$ cat src/triangle_plane_slice_top_assert.svh
// Assertion macros shared by the triangle plane slicer RTL.
`ifndef TRIANGLE_PLANE_SLICE_TOP_ASSERT_SVH
`define TRIANGLE_PLANE_SLICE_TOP_ASSERT_SVH
`ifndef NO_ASSERTIONS
// Same-cycle implication, checked on every rising edge outside reset.
`define TPS_ASSERT_IMPL(lbl, ante, cons) \
  lbl: assert property (@(posedge clk_i) disable iff (!rst_ni) (ante) |-> (cons)) \
    else $error("%m: assertion failed");
// Next-cycle implication, checked on every rising edge outside reset.
`define TPS_ASSERT_NEXT(lbl, ante, cons) \
  lbl: assert property (@(posedge clk_i) disable iff (!rst_ni) (ante) |=> (cons)) \
    else $error("%m: assertion failed");
`else
`define TPS_ASSERT_IMPL(lbl, ante, cons)
`define TPS_ASSERT_NEXT(lbl, ante, cons)
`endif
`endif

$ cat src/tps_pkg.sv
// Shared types and constants of the triangle plane slicer.
package tps_pkg;

  localparam int CW     = 32;
  localparam int PROD_W = 64;
  localparam int D_W    = 50;
  localparam int MAG_W  = 50;
  localparam int SUM_W  = 51;
  localparam int T_W    = 32;
  localparam int SQ_W   = 64;
  localparam int DIST_W = 66;
  localparam int NCAND  = 6;
  localparam int NPAIR  = 15;
  localparam int NLEAF  = 16;
  localparam int ADDR_W = 5;
  localparam int IN_W   = 288;
  localparam int OUT_W  = 192;

  // Register indexes, at byte address 4 * index.
  localparam logic [2:0] REG_PLANE_A = 3'd0;
  localparam logic [2:0] REG_PLANE_B = 3'd1;
  localparam logic [2:0] REG_PLANE_C = 3'd2;
  localparam logic [2:0] REG_PLANE_D = 3'd3;
  localparam logic [2:0] REG_ZBAND   = 3'd4;
  localparam logic [2:0] REG_MERGE   = 3'd5;

  localparam logic [15:0] MERGE_RESET = 16'd7;

  // Candidate pairs in (first, second) search order.
  localparam logic [2:0] PAIR_A [NPAIR] = '{3'd0, 3'd0, 3'd0, 3'd0, 3'd0,
                                            3'd1, 3'd1, 3'd1, 3'd1, 3'd2,
                                            3'd2, 3'd2, 3'd3, 3'd3, 3'd4};
  localparam logic [2:0] PAIR_B [NPAIR] = '{3'd1, 3'd2, 3'd3, 3'd4, 3'd5,
                                            3'd2, 3'd3, 3'd4, 3'd5, 3'd3,
                                            3'd4, 3'd5, 3'd4, 3'd5, 3'd5};

  typedef enum logic [1:0] {
    SIDE_NONE,
    SIDE_BOTH,
    SIDE_CROSS,
    SIDE_FIRST
  } side_kind_e;

  // One point: x in the low word, then y, then z.
  typedef logic [2:0][CW-1:0] pt_t;

  typedef struct packed {
    logic [CW-1:0] plane_a;
    logic [CW-1:0] plane_b;
    logic [CW-1:0] plane_c;
    logic [CW-1:0] plane_d;
    logic [15:0]   zero_band;
    logic [15:0]   merge_dist;
    logic [31:0]   merge_sq;
  } cfg_t;

  // Classified triangle side, ready for the crossing divider.
  typedef struct packed {
    side_kind_e          kind;
    logic [MAG_W-1:0]    num;
    logic [SUM_W-1:0]    den;
    logic [2:0][CW-1:0]  dmag;
    logic [2:0]          dneg;
  } side_t;

  typedef struct packed {
    pt_t   [2:0] v;
    side_t [2:0] s;
  } qe_t;

  typedef struct packed {
    logic full;
    logic empty;
  } q_stat_t;

  typedef struct packed {
    pt_t [NCAND-1:0]  p;
    logic [NCAND-1:0] vld;
  } cand_t;

endpackage

$ cat src/tps_queue.sv
// Short queue between the classifying front and the slicing back end.
module tps_queue import tps_pkg::*; #(
  parameter int DEPTH = 4
) (
  input  logic    clk_i,
  input  logic    rst_ni,
  input  logic    push_i,
  input  qe_t     push_data_i,
  input  logic    pop_i,
  output qe_t     head_o,
  output q_stat_t stat_o
);

  localparam int PTR_W = $clog2(DEPTH);
  localparam int CNT_W = $clog2(DEPTH + 1);

  qe_t              mem_q [DEPTH];
  logic [PTR_W-1:0] wr_q, rd_q;
  logic [CNT_W-1:0] cnt_q;

  always_ff @(posedge clk_i) begin
    if (push_i) begin
      mem_q[wr_q] <= push_data_i;
    end
  end

  // Pointers wrap at the depth, which need not be a power of two.
  always_ff @(posedge clk_i or negedge rst_ni) begin
    if (!rst_ni) begin
      wr_q  <= '0;
      rd_q  <= '0;
      cnt_q <= '0;
    end else begin
      if (push_i) begin
        wr_q <= (wr_q == PTR_W'(DEPTH - 1)) ? '0 : wr_q + 1'b1;
      end
      if (pop_i) begin
        rd_q <= (rd_q == PTR_W'(DEPTH - 1)) ? '0 : rd_q + 1'b1;
      end
      if (push_i && !pop_i) begin
        cnt_q <= cnt_q + 1'b1;
      end else if (pop_i && !push_i) begin
        cnt_q <= cnt_q - 1'b1;
      end
    end
  end

  assign head_o       = mem_q[rd_q];
  assign stat_o.full  = cnt_q == CNT_W'(DEPTH);
  assign stat_o.empty = cnt_q == '0;

endmodule

$ cat config.mk
export PLATFORM = sky130hd
export DESIGN_NAME = tps_queue
export DESIGN_NICKNAME = d
export VERILOG_FILES = /design/src/triangle_plane_slice_top_assert.svh /design/src/tps_pkg.sv /design/src/tps_queue.sv
export SDC_FILE = /design/constraint.sdc
export NUM_CORES = 2
export LEC_CHECK = 0
export ABC_AREA = 1
export BUFFER_PORTS_ARGS = -buffer_cell sky130_fd_sc_hd__buf_2
export CAP_MARGIN = 10
export CORE_AREA = 2 2 694 696
export DETAILED_ROUTE_END_ITERATION = 7
export DIE_AREA = 0 0 696 698
export GPL_ROUTABILITY_DRIVEN = 0
export HOLD_SLACK_MARGIN = 0.1
export PLACE_DENSITY = 0.49
export SYNTH_ARGS = -nofsm -noshare
export SYNTH_HDL_FRONTEND = slang
export SYNTH_SLANG_ARGS = --single-unit
export TNS_END_PERCENT = 5
$ cat constraint.sdc
create_clock -name clk_i -period 20.4 [get_ports clk_i]
set_input_delay 2.04 -clock clk_i [delete_from_list [all_inputs] [get_ports clk_i]]
set_output_delay 2.04 -clock clk_i [all_outputs]
set_load 0.005 [all_outputs]
# [Word level (Yosys, flattened, before mapping)]
# Memory sizes are Yosys's and may differ from the RTL's.
# Index checks and enable logic that the tools add are counted.
[totals] input_bits=898 register_bits=7 output_inout_bits=896 word_cells=23 memories=1 ramBits=3576
[op_classes] n_reduce_logical=6 eq_ne=3 n_addsub=4 muxes=6
[memory_table] name="mem_q" depth=4 word_bits=894 read_ports=1 rd_ports_with_merged_regs=0 wr=1 line="tps_queue.sv:17" rtl="qe_t mem_q [DEPTH];"
[ops] operator="two-way mux 3 bit" n=2
[ops] operator="adder 2 x 1 -> 2 bit, second input constant" n=2
[ops] operator="== test 2 bit, second input constant" n=2
[ops] operator="two-way mux 2 bit" n=2
[ops] operator="adder 3 x 1 -> 3 bit, second input constant" n=1
[ops] operator="== test 3 bit, second input constant" n=1
[ops] operator="logical NOT 3 bit" n=1
[ops] operator="subtractor 3 x 1 -> 3 bit, second input constant" n=1
[ops] operator="logical AND 1 bit" n=2
[ops] operator="logical NOT 1 bit" n=2
[ops] operator="two-way mux 1 bit" n=2
[ops] operator="nonzero test 2 bit" n=1

# [Longest topological paths before layout]
[logic_depth] depth_word=4 ltp_mapped=9 mapped_depth_nobuf=9

# [Worst setup path before layout]
# Ideal clock, no wire load.
[synth_timing] kind="input port to flip-flop" start="input port push_i" end="memory mem_q[3][0] (netlist name), enable pin" cell_stages=2 path_buffers=0 setup_ns=1.234 setup_slack_ns=-0.032 arrival_time_ns=19.198 required_time_ns=19.166 path_cell_list="nand2_1 > inv_1"
[synth_between] elab_chain_len=2
[synth_rtl] item="start, declared" line="tps_queue.sv:7" rtl="input logic push_i,"
[synth_rtl] item="two-way mux 1 bit" line="tps_queue.sv:22" rtl="if (push_i) begin"
[synth_rtl] item="two-way mux 1 bit (implied by the code)" line="tps_queue.sv:23" rtl="mem_q[wr_q] <= push_data_i;"
[synth_rtl] item="end, declared" line="tps_queue.sv:17"
# No other way between the ends.

==> reports/results.txt <==
Outcome -> finished clean
Kind of critical path -> flip-flop to primary output
Fin cells -> 19030
Internal reg-to-reg setup slack -> 15390 ps
Vias per inst -> 4.52
Worst path arrival time -> 6220 ps
Worst-Margin Slew -> 1190 ps
Site row count -> 254
HPWL Detailed -> 308 mm
CTS tree -> built
Cell-internal power -> 15300 µW
Hold path start -> cnt_q[2]$_DFFE_PN0P_
Clk sinks -> 3583
Layout cells sized above 1 -> 0.193
Most frequent cells in the layout -> edfxtp_1 (3576), nand2_1 (2697), inv_1 (1795)
Residual DRC count -> 0
Total grt overflow -> 0
Insertion delay to the later sink of the worst-skew pair -> 980 ps
Total nets after synthesis -> 11388
Sw frac -> 0.359
Sequential share of the synthesized area -> 0.759
Die area -> 0.486 mm²
Num ports -> 1794
Die Width -> 696 µm
Fill cells -> 46637
H-tree lvl count -> 5
Wire length per cell -> 23.6 µm
Most common library cell in the layout ignoring fill and taps -> edfxtp_1
Worst setup EP type -> primary output
Count of pins over their slew limit -> 0
Worst Hold End -> cnt_q[2]$_DFFE_PN0P_
DR pass1 iterations -> 5
P&R area growth vs syn -> 18.9%
Routed wire length -> 449 mm
CTS Root Cell -> clkbuf_16
Final Hold Fails -> 0
Global-route usage over all layers -> 0.177
DP Cell Count -> 18196
Post-CTS resize count -> 0
RSZ-0062 raised after global routing -> no
Mapped Area -> 0.142 mm²
Post-layout min period -> 8260 ps
Yosys warns -> 0
P_sw -> 8580 µW
Maximum Capacitance Violations -> 0
Die height -> 698 µm
Cell variety after synth -> 18
Cells after Synth -> 10483
First-pass GRT wire length -> 617 mm
Critical path startpoint category -> flip-flop
Leakage power -> 0.0661 µW
Final nets -> 13097
Antenna violations before repair -> 424
Final ANT Viol Nets -> 0
Port Buffers -> 1793
Vias in the first global route -> 78631
Flop pwr share -> 0.404
Total CTS buffers -> 394
Pwr Density -> 142 mW/mm²
Fmax -> 121 MHz
Clock power share -> 0.280
Combinational share of power -> 0.316
Placed instance area -> 0.156 mm²
R2R Path End -> mem_q[0][428]$_DFFE_PP_
Clk_skew -> 51.2 ps
Core ar. -> 0.478 mm²
Initial drt markers -> 6675
Final Cycle Share -> 0.405
Final setup violating endpoints -> 0
CTS clk-pin slew, worst paths -> 50 ps
Post-synthesis sequential element count -> 3583
TNS Setup -> 0 ps
Setup Buffers After CTS -> 0
Cts hold-fix bufs -> 0
Reg2reg start -> wr_q[0]$_DFFE_PN0P_
Crit-path max FO -> 170
Worst hold path stage count -> 2
Slew margin rel. -> 0.209
Initial core utilization -> 0.297
Syn_area_per_cell -> 13.5 µm²
Critical Path RT -> 18360 ps
CTS Buffer Depth -> 4
Largest net degree at the start of global routing -> 239
Post-route cell area -> 0.169 mm²
Reg2Reg Depth -> 8
Via count -> 86053
Max IR drop VDD -> 98.3 µV
Hold crit path type -> flip-flop to flip-flop
## critical path, cell delays in order, from the launching register on
cell	delay [ps]
dfrtp_1	450
inv_8	620
buf_12	520
buf_4	860
buf_4	740
buf_4	890
nand2_1	110
o211ai_1	130
nand2_1	230
buf_2	200
## layer usage
layer,vias to the layer above,routed length (µm),global-route usage
met4,140,19100,0.0687
met3,1145,36900,0.0564
li1,40481,-,-
met5,-,922,0
met1,41432,170000,0.204
met2,2855,222000,0.305
## stage by stage
stage / setup slack, ps / utilization / total power [µW] / hold slack (ps)
global route: 11620 / 0.352 / 25100 / 518
global placement: 13200 / 0.327 / 17500 / 492
detailed placement: 13170 / 0.327 / 17600 / 487
floorplan: 12.0 / - / 14900 / 463
finish: 12140 / 0.353 / 23900 / 496
CTS: 12100 / 0.352 / 24300 / 498
## flip-flops by register name, indices dropped and copies added (netlist names)
name / count
rd_q: 2
cnt_q: 3
wr_q: 2
mem_q: 3576
## final cells by class
cell class | count | area, µm² | share of cell area
Sequential cell | 3583 | 108000 | 0.638
Multi-Input combinational cell | 4503 | 23700 | 0.141
Clock buffer | 503 | 10400 | 0.0617
Timing Repair Buffer | 1909 | 10200 | 0.0603
Tap cell | 6400 | 8010 | 0.0475
Inverter | 1801 | 6800 | 0.0404
Clock inverter | 201 | 1570 | 0.00933
Antenna cell | 130 | 325 | 0.00193
## logic make-up after synthesis
group,Yosys count,synth area share
xor gates and xnor gates,1,0.0000618
adders and majority gates,7,0.000671
buffers and inverters,2397,0.0738
and+or+nand+nor,2703,0.0716
DFF,3583,0.759
AOI/OAI and AO/OA,1792,0.0949
## synthesized netlist by cell type
cell type	instances	area [µm²]
clkbuf_1	9	33.8
fa_1	1	20.0
nand4_1	1	6.26
nor2_1	2	7.51
o211ai_1	1788	13400
nand2_1	2697	10100
inv_2	2	7.51
dfrtp_1	7	175
buf_6	58	653
xnor2_1	1	8.76
ha_1	6	75.1
inv_1	1799	6750
buf_2	385	1930
o21ai_0	4	20.0
nor3_1	2	10.0
nand3_1	1	5.00
edfxtp_1	3576	107000
buf_4	144	1080
## how the worst max path moves through the flow
stage                        start                    end  slack [ps]  depth (start not counted)
4_1_cts        rd_q[0]$_DFFE_PN0P_            head_o[496]       12100                          9
2_1_floorplan               push_i  mem_q[2][0]$_DFFE_PP_          10                          2
6_report       rd_q[0]$_DFFE_PN0P_            head_o[496]       12140                          9
3_3_place_gp   rd_q[1]$_DFFE_PN0P_            head_o[499]       13200                          8
3_5_place_dp   rd_q[0]$_DFFE_PN0P_            head_o[496]       13170                          9
5_1_grt        rd_q[0]$_DFFE_PN0P_            head_o[496]       11620                          9
## power groups by stage
stage / logic [µW] / registers [µW] / clock network [µW]
after floorplan: 4060 / 10900 / 0
after global placement: 7730 / 9810 / 0
after detailed placement: 7740 / 9820 / 0
after CTS: 7760 / 9670 / 6850
after global routing: 8260 / 9750 / 7110
final: 7550 / 9660 / 6680
(Power assumes the default switching activity.)
